==> src/wes_pkg.sv <==
// Shared types, widths and register codes of the wave stencil core.
// No dependencies; all RTL files but wes_line_mem refer to it by scoped names.
package wes_pkg;

	localparam int SAMPLE_BITS     = 16;
	localparam int COORD_BITS      = 8;
	localparam int GAIN_BITS       = 16;
	localparam int CFG_INDEX_BITS  = 2;
	localparam int GRID_WIDTH_DEF  = 256;
	localparam int GRID_HEIGHT_DEF = 256;

	// d = m*u + N+E+S+W - 2p gets four bits of headroom (three would suffice)
	localparam int DIFF_BITS   = SAMPLE_BITS + 4;
	localparam int GL_BITS     = 2 * GAIN_BITS;
	localparam int IN_DATA_BITS  = ((2 * SAMPLE_BITS + 7) / 8) * 8;
	localparam int OUT_DATA_BITS = ((SAMPLE_BITS + 2 * COORD_BITS + 7) / 8) * 8;

	localparam logic [GAIN_BITS-1:0] LOSS_RESET   = 16'd4089;
	localparam logic [GAIN_BITS-1:0] EDGE_RESET   = 16'd61688;
	localparam logic [GAIN_BITS-1:0] CORNER_RESET = 16'd58263;
	localparam logic [GAIN_BITS:0]   UNITY_GAIN   = 17'h10000;

	typedef enum logic [CFG_INDEX_BITS-1:0] {
		REG_LOSS_FACTOR = 2'd0,
		REG_EDGE_GAIN   = 2'd1,
		REG_CORNER_GAIN = 2'd2
	} reg_idx_t;

	typedef logic signed [SAMPLE_BITS-1:0] sample_t;

	// stencil neighbourhood around the center cell
	typedef struct packed {
		sample_t north;
		sample_t east;
		sample_t south;
		sample_t west;
		sample_t center;
		sample_t prev;
		logic    valid;
	} win_t;

	// operands handed to the multiply stages
	typedef struct packed {
		logic                         pass;
		sample_t                      cur;
		sample_t                      prev;
		logic signed [DIFF_BITS-1:0]  diff;
		logic [1:0]                   m;
		logic [GAIN_BITS:0]           gain;
		logic [GL_BITS-1:0]           gl;
		logic [COORD_BITS-1:0]        col;
		logic [COORD_BITS-1:0]        row;
		logic                         last;
	} op_t;

	typedef struct packed {
		sample_t               value;
		logic [COORD_BITS-1:0] col;
		logic [COORD_BITS-1:0] row;
		logic                  last;
		logic                  sat;
	} res_t;

endpackage

==> src/wes_update.sv <==
// Multiply, round and saturate stages plus the output register.
// Depends on wes_pkg.
module wes_update (
	input  logic            clk,
	input  logic            arst_n,
	input  logic            op_valid,
	input  wes_pkg::op_t    op,
	output logic            op_ready,
	output logic            res_valid,
	input  logic            res_ready,
	output wes_pkg::res_t   res
);

	localparam int SB  = wes_pkg::SAMPLE_BITS;
	localparam int AB  = wes_pkg::DIFF_BITS + wes_pkg::GAIN_BITS + 2;
	localparam int BB  = wes_pkg::GL_BITS + 1 + SB;
	localparam int TW  = SB + 40;
	localparam int RB  = TW - 33;
	localparam logic signed [TW-1:0] HALF = TW'(1) <<< 32;
	localparam logic signed [RB-1:0] HI   = RB'((1 << (SB - 1)) - 1);
	localparam logic signed [RB-1:0] LO   = -HI - RB'(1);

	logic                   s3_v_q, out_v_q, out_rdy, s3_rdy;
	logic signed [AB-1:0]   a_mul, a_s3;
	logic signed [BB-1:0]   b_mul, b_s3;
	logic                   pass_s3;
	wes_pkg::sample_t       u_s3;
	logic [1:0]             m_s3;
	logic [wes_pkg::COORD_BITS-1:0] col_s3, row_s3;
	logic                   last_s3;
	logic signed [TW-1:0]   ta, tb, tot;
	logic signed [RB-1:0]   r;
	wes_pkg::res_t          res_d, res_q;

	assign out_rdy   = !out_v_q || res_ready;
	assign s3_rdy    = !s3_v_q || out_rdy;
	assign op_ready  = s3_rdy;
	assign res_valid = out_v_q;
	assign res       = res_q;

	always_comb begin
		a_mul = op.diff * $signed({1'b0, op.gain});
		b_mul = $signed({1'b0, op.gl}) * op.prev;
	end

	always_ff @(posedge clk or negedge arst_n) begin
		if (!arst_n) begin
			s3_v_q  <= 1'b0;
			out_v_q <= 1'b0;
		end else begin
			if (s3_rdy) begin
				s3_v_q <= op_valid;
			end
			if (out_rdy) begin
				out_v_q <= s3_v_q;
			end
		end
	end

	always_ff @(posedge clk) begin
		if (s3_rdy && op_valid) begin
			a_s3    <= a_mul;
			b_s3    <= b_mul;
			pass_s3 <= op.pass;
			u_s3    <= op.cur;
			m_s3    <= op.m;
			col_s3  <= op.col;
			row_s3  <= op.row;
			last_s3 <= op.last;
		end
	end

	// x*g = 2^16*g*d + 2*m*(g*LF)*p, rounded by 2^-33 with ties up
	always_comb begin
		ta = {{(TW - AB - 16){a_s3[AB-1]}}, a_s3, 16'b0};
		case (m_s3)
			2'd1:    tb = {{(TW - BB - 1){b_s3[BB-1]}}, b_s3, 1'b0};
			2'd2:    tb = {{(TW - BB - 2){b_s3[BB-1]}}, b_s3, 2'b0};
			default: tb = '0;
		endcase
		tot = ta + tb + HALF;
		r   = tot[TW-1:33];

		res_d.col  = col_s3;
		res_d.row  = row_s3;
		res_d.last = last_s3;
		if (pass_s3) begin
			res_d.value = u_s3;
			res_d.sat   = 1'b0;
		end else if (r > HI) begin
			res_d.value = HI[SB-1:0];
			res_d.sat   = 1'b1;
		end else if (r < LO) begin
			res_d.value = LO[SB-1:0];
			res_d.sat   = 1'b1;
		end else begin
			res_d.value = r[SB-1:0];
			res_d.sat   = 1'b0;
		end
	end

	always_ff @(posedge clk) begin
		if (out_rdy && s3_v_q) begin
			res_q <= res_d;
		end
	end

endmodule

==> config.mk <==
export PLATFORM = sky130hd
export DESIGN_NAME = wes_update
export DESIGN_NICKNAME = d
export VERILOG_FILES = /design/src/wes_pkg.sv /design/src/wes_update.sv
export SDC_FILE = /design/constraint.sdc
export NUM_CORES = 2
export LEC_CHECK = 0
export BUFFER_PORTS_ARGS = -buffer_cell sky130_fd_sc_hd__buf_2
export CORE_UTILIZATION = 45
export CTS_BUF_LIST = sky130_fd_sc_hd__clkbuf_8
export DETAILED_ROUTE_END_ITERATION = 10
export GPL_ROUTABILITY_DRIVEN = 0
export PLACE_DENSITY = 0.72
export SLEW_MARGIN = 20
export SYNTH_ARGS = -nofsm -noshare
export SYNTH_HDL_FRONTEND = slang
export SYNTH_SLANG_ARGS = --single-unit
==> constraint.sdc <==
create_clock -name clk -period 6.4 [get_ports clk]
set_clock_uncertainty 0.15 [all_clocks]
set_input_delay 0.96 -clock clk [delete_from_list [all_inputs] [get_ports clk]]
set_output_delay 0.96 -clock clk [all_outputs]
set_load 0.01 [all_outputs]
## Word-level counts from Yosys, hierarchy flattened

Cells that the tools add are included.

| cells by class | value |
|---|---|
| $add $sub $neg | 2 |
| multipliers | 2 |
| div/mod/pow operators | 0 |
| $lt $le $gt $ge | 2 |
| equal/unequal tests | 2 |
| shifts and indexed selects | 0 |
| mux-type cells | 6 |
| bitwise gates (word level) | 0 |
| reductions and logical operators | 6 |

Operators with widths:

| operator | count |
|---|---|
| 56-bit case mux with 2 select lines | 1 |
| 54-bit by 56-bit adder with 56-bit output | 1 |
| 56-bit by 34-bit adder with 56-bit output (second input constant) | 1 |
| 33-bit by 16-bit multiplier with 49-bit output | 1 |
| 16-bit two-way mux | 3 |
| 20-bit by 18-bit multiplier with 38-bit output | 1 |
| 23-bit by 16-bit greater-than comparator with 1-bit output (second input constant) | 1 |
| 23-bit by 16-bit < comparator with 1-bit output (second input constant) | 1 |
| 2-bit by 1-bit equality test with 1-bit output (second input constant) | 1 |
| 2-bit equality test (second input constant) | 1 |
| 1-bit logical AND | 2 |
| 1-bit logical NOT | 2 |
| 1-bit logical OR | 2 |
| 1-bit two-way mux | 2 |

| storage, ports and cells | value |
|---|---|
| flip-flop bits (word level) | 159 |
| bits in latches | 0 |
| bits in writable memories | 0 |
| ROM bits | 0 |
| input port bits | 125 |
| output and inout bits | 36 |
| logic and storage cells | 35 |
| memories | 0 |

## Depth between registers and ports, before layout

| logic depth | value |
|---|---|
| depth in word-level cells | 8 |
| depth in mapped cells | 25 |
| gate-level depth less buffers | 24 |

## Worst setup path before layout

No wires, ideal clock.

| timing | value |
|---|---|
| path type | in2reg |
| start point | in op[78] (netlist bit) |
| end point | reg a_s3[37] (data pin) |
| setup time | 0.260 ns |
| data arrival time | 6.815 ns |
| required time | 5.990 ns |
| slack | -0.825 ns |
| stages | 23 |
| buffers on the path | 2 |
| cell sequence | clkbuf_1 > clkbuf_1 > nand2_1 > fa_1 > inv_1 > fa_1 > inv_1 > fa_1 > inv_1 > fa_1 > fa_1 > fa_1 > ha_1 > and4_1 > a21oi_1 > o21ai_0 > a21oi_1 > a21oi_1 > or3_1 > a31o_2 > a32oi_1 > a41oi_1 > xnor2_1 |

| between the ends | value |
|---|---|
| cells in the longest elaborated chain, start to end | 1 |

Ends and longest elaborated chain:

| item | RTL line | source |
|---|---|---|
| from (decl) | wes_update.sv:7 | `input wes_pkg::op_t op,` |
| 20-bit by 18-bit multiplier with 38-bit output | wes_update.sv:42 | `a_mul = op.diff * $signed({1'b0, op.gain});` |
| via a_mul[37] | wes_update.sv:24 | `logic signed [AB-1:0] a_mul, a_s3;` |
| to (signal assigned) | wes_update.sv:62 | `a_s3 <= a_mul;` |
| to (decl) | wes_update.sv:24 |  |

The timed path passes the listed nets, and every way through them passes these cells.
A chain may end at the register's enable or synchronous reset.

## Final worst setup path

| timing | value |
|---|---|
| start point | in op[74] (netlist bit) |
| end point | reg a_s3[34] (data pin) |

Same word-level chain as after synthesis.

==> results.toml <==
[logic_synthesis]
post-synth-top-count-cell = "inv_1"
synth_commonest_cells = "inv_1 (911), fa_1 (758), nand2_1 (527), and2_1 (351), ha_1 (321)"
synth_ff_type = "edfxtp_1"
yosys.area.top_type_share_pct = 42.4
syn_area_um2 = 35800
syn_nets = 4975
yosysUniqueCellTypes = 69
synth_top_cell_by_area = "fa_1"
synth_area_leaders = "fa_1 (42%), edfxtp_1 (12%), ha_1 (11%)"
synth_edf_count = 143
yosys_warnings = 0
synth.ff_latch_count = 145
syn-instance-count = 3771
synth_area_per_cell_um2 = 9.48
async_flop_share_pct = 1.38
yosysSeqAreaShare_pct = 12.1

[layout]
seq_area_um2 = 4340
nFillCells = 6853
multi_input_comb_area_um2 = 28300
final_cell_area_um2 = 42400
drive_gt1_share_pct = 19.0
antenna_cells = 0
instances_no_fill = 5278
layout.nets = 5419
syn_to_final_growth_pct = 18.7

[critical_path]
end_kind = "flip-flop"
crit_family = "adder cells"
critical_path_buf_inv_count = 6
crit_fanout = 10
crit_path_frequent_cell = "fa_1"
critPathSlowestCell = "fa_1"
crit_type = "in -> reg"
arrival_ns = 6.63
r2r_slack_ns = 0.74
cp-start-kind = "input pin"
max_stage_delay_ns = 0.55
path_cells = "buf_6 > and2_4 > fa_1 > inv_1 > fa_1 > inv_1 > ha_1 > fa_1 > inv_1 > fa_1 > fa_1 > inv_1 > ha_2 > o21a_1 > o21a_1 > o211ai_1 > a211oi_2 > nor4_4 > o31ai_4 > a221oi_2 > buf_4 > o211ai_1 > a21oi_1 > xnor2_1"
critPathRequiredTime_ns = 6.47

[detailed_routing]
vias = 26896
drt_first_pass_iters = 5
drtIter0Drc = 1546
wl_um = 87000
ant_nets = 0
wl_per_cell_um = 16.5
avgViaCountPerCell = 5.10
route.detailed.drc = 0

[sta]
post-route-min-period_ns = 6.56
slew_violations = 0
tightest_slew_ns = 0.754
fmax_mhz = 152
rsz0062_at_grt = "yes"
slew_headroom_pct = 49.7
fin_crit_sh_pct = 102
timing.final.hold_violations = 0
setup_viol = 11
worst_slack_ns = -0.158

[outcome]
violations = "setup timing"
status = "complete, but fails checks"

[clock_tree]
cts-root-buf = "clkbuf_8"
clk_pin_slew_worst_paths_ns = 0.08
cts_max_level = 4
insertion_delay_ns = 0.48
cts_buffers = 17
clk_path_buf_depth = 2
cts_tree = "built"
cts.sinks = 145

[placed_design]
dpl_worst_slack_ns = -0.896
dp_hpwl_um = 73600
dp_cells = 5215
port_buffers = 160
dpl_cell_area_um2 = 40700

[global_routing]
grt_pass1_vias = 28913
grt_overflow = 0
grt_usage_pct = 22.1
antenna_found_initial = 3
grt_pass1_wl_um = 143000
grt_max_degree = 58

[floorplan]
initial_core_util_pct = 45.3
num_rows = 103
die_h_um = 284
ios = 161
fp.dieW_um = 284
core_area_um2 = 78900
die_area_um2 = 80600

[run]
drv_cap = 0

[min_path]
hold_class = "in -> async"
-- timing repair --
item | CTS | global route
setup endpoints to repair | 31 | 32
hold buffers | 0 | 0
pin swaps | 75 | 116
resized for setup | 156 | 143
cloned | 1 | 2
setup buffers | 9 | 21
-- path summary, 6_finish.rpt --
check / startpoint / depth (start not counted) / end
min in group clk: col_s3[0]$_DFFE_PP_ / 0 / res[10]$_DFFE_PP_
max reg2reg: m_s3[1]$_DFFE_PP_ / 15 / res[32]$_DFFE_PP_
max: op[74] / 24 / a_s3[34]$_DFFE_PP_
max in group asynchronous: arst_n / 1 / s3_v_q$_DFFE_PN0N_
min: arst_n / 1 / res_valid$_DFFE_PN0P_
min reg2reg: col_s3[0]$_DFFE_PP_ / 0 / res[10]$_DFFE_PP_
-- layout by cell type, fill, tap and decap left out, drive strengths merged, types with 4 or more instances in the layout --
| cell type | synthesis | routed |
|---|---|---|
| a211oi | 22 | 22 |
| a21o | 32 | 32 |
| a21oi | 86 | 86 |
| a221oi | 4 | 4 |
| a22o | 32 | 32 |
| a22oi | 6 | 6 |
| a31o | 4 | 4 |
| a31oi | 6 | 6 |
| a41oi | 4 | 4 |
| and2 | 351 | 351 |
| and3 | 5 | 5 |
| and4 | 7 | 7 |
| buf | 3 | 568 |
| clkbuf | 148 | 25 |
| clkinvlp | 0 | 5 |
| edfxtp | 143 | 143 |
| fa | 758 | 758 |
| ha | 321 | 321 |
| inv | 911 | 917 |
| nand2 | 527 | 527 |
| nand2b | 24 | 24 |
| nand3 | 23 | 23 |
| nand4 | 12 | 12 |
| nor2 | 80 | 80 |
| nor2b | 15 | 15 |
| nor3 | 15 | 15 |
| o211ai | 8 | 8 |
| o21a | 21 | 21 |
| o21ai | 54 | 54 |
| o21bai | 9 | 9 |
| o31a | 6 | 6 |
| or3 | 6 | 6 |
| xnor2 | 63 | 63 |
| xor2 | 23 | 23 |
-- layout make-up --
| class | count | area share (%) |
|---|---|---|
| Inverter | 911 | 8.07 |
| Sequential cell | 145 | 10.2 |
| Tap cell | 1050 | 3.10 |
| Clock inverter | 15 | 0.315 |
| Multi-Input combinational cell | 2564 | 66.7 |
| Timing Repair Buffer | 576 | 11.1 |
| Clock buffer | 17 | 0.551 |
-- registers in the layout (all words and copies together) (netlist names), 2 cells and up --
| register | count |
|---|---|
| a_s3 | 38 |
| b_s3 | 35 |
| res | 34 |
| u_s3 | 16 |
| col_s3 | 8 |
| row_s3 | 8 |
| m_s3 | 2 |
-- layer usage --
metal | GRT usage (%) | vias up | part of all wire, %
li1 | - | 12215 | -
met2 | 37.8 | 872 | 49
met5 | 0 | - | 0
met3 | 3.00 | 210 | 5.9
met1 | 28.9 | 13599 | 42
met4 | 7.43 | 0 | 3.5
-- worst reg2reg max path, cell delays in order, from the launching register on --
cell      delay [ns]
edfxtp_1        0.42
ha_1            0.35
nor2b_2         0.57
buf_4           0.33
a22o_1          0.21
ha_1            0.26
ha_1            0.41
and4_1          0.26
a221oi_1        0.43
o21bai_1        0.17
o21ai_1         0.25
a31o_2          0.24
mux2i_1         0.16
o31a_1          0.40
a21oi_1         0.63
a22oi_2         0.17
-- metrics by stage --
step,utilization [%],TNS [ns],hold slack [ns]
3_5_place_dp,51.6,-28.41,0.255
3_3_place_gp,51.6,-23.66,0.250
5_1_grt,53.8,-3.96,0.0617
4_1_cts,52.9,-0.585,0.0690
6_report,53.8,-0.586,0.101
2_1_floorplan,-,-3.07,0.250
-- cell families after synthesis --
| family | after synthesis | share of synthesized area [%] |
|---|---|---|
| AOI/OAI and AO/OA | 320 | 6.29 |
| xor gates and xnor gates | 86 | 2.11 |
| adders and majority gates | 1079 | 53.7 |
| buffers and inverters | 1062 | 11.2 |
| DFF | 145 | 12.1 |
| muxes | 4 | 0.115 |
| and+or+nand+nor | 1075 | 14.5 |
Power is not shown: default switching activity piles up to over one toggle a cycle in this logic, so the estimate is an artifact.
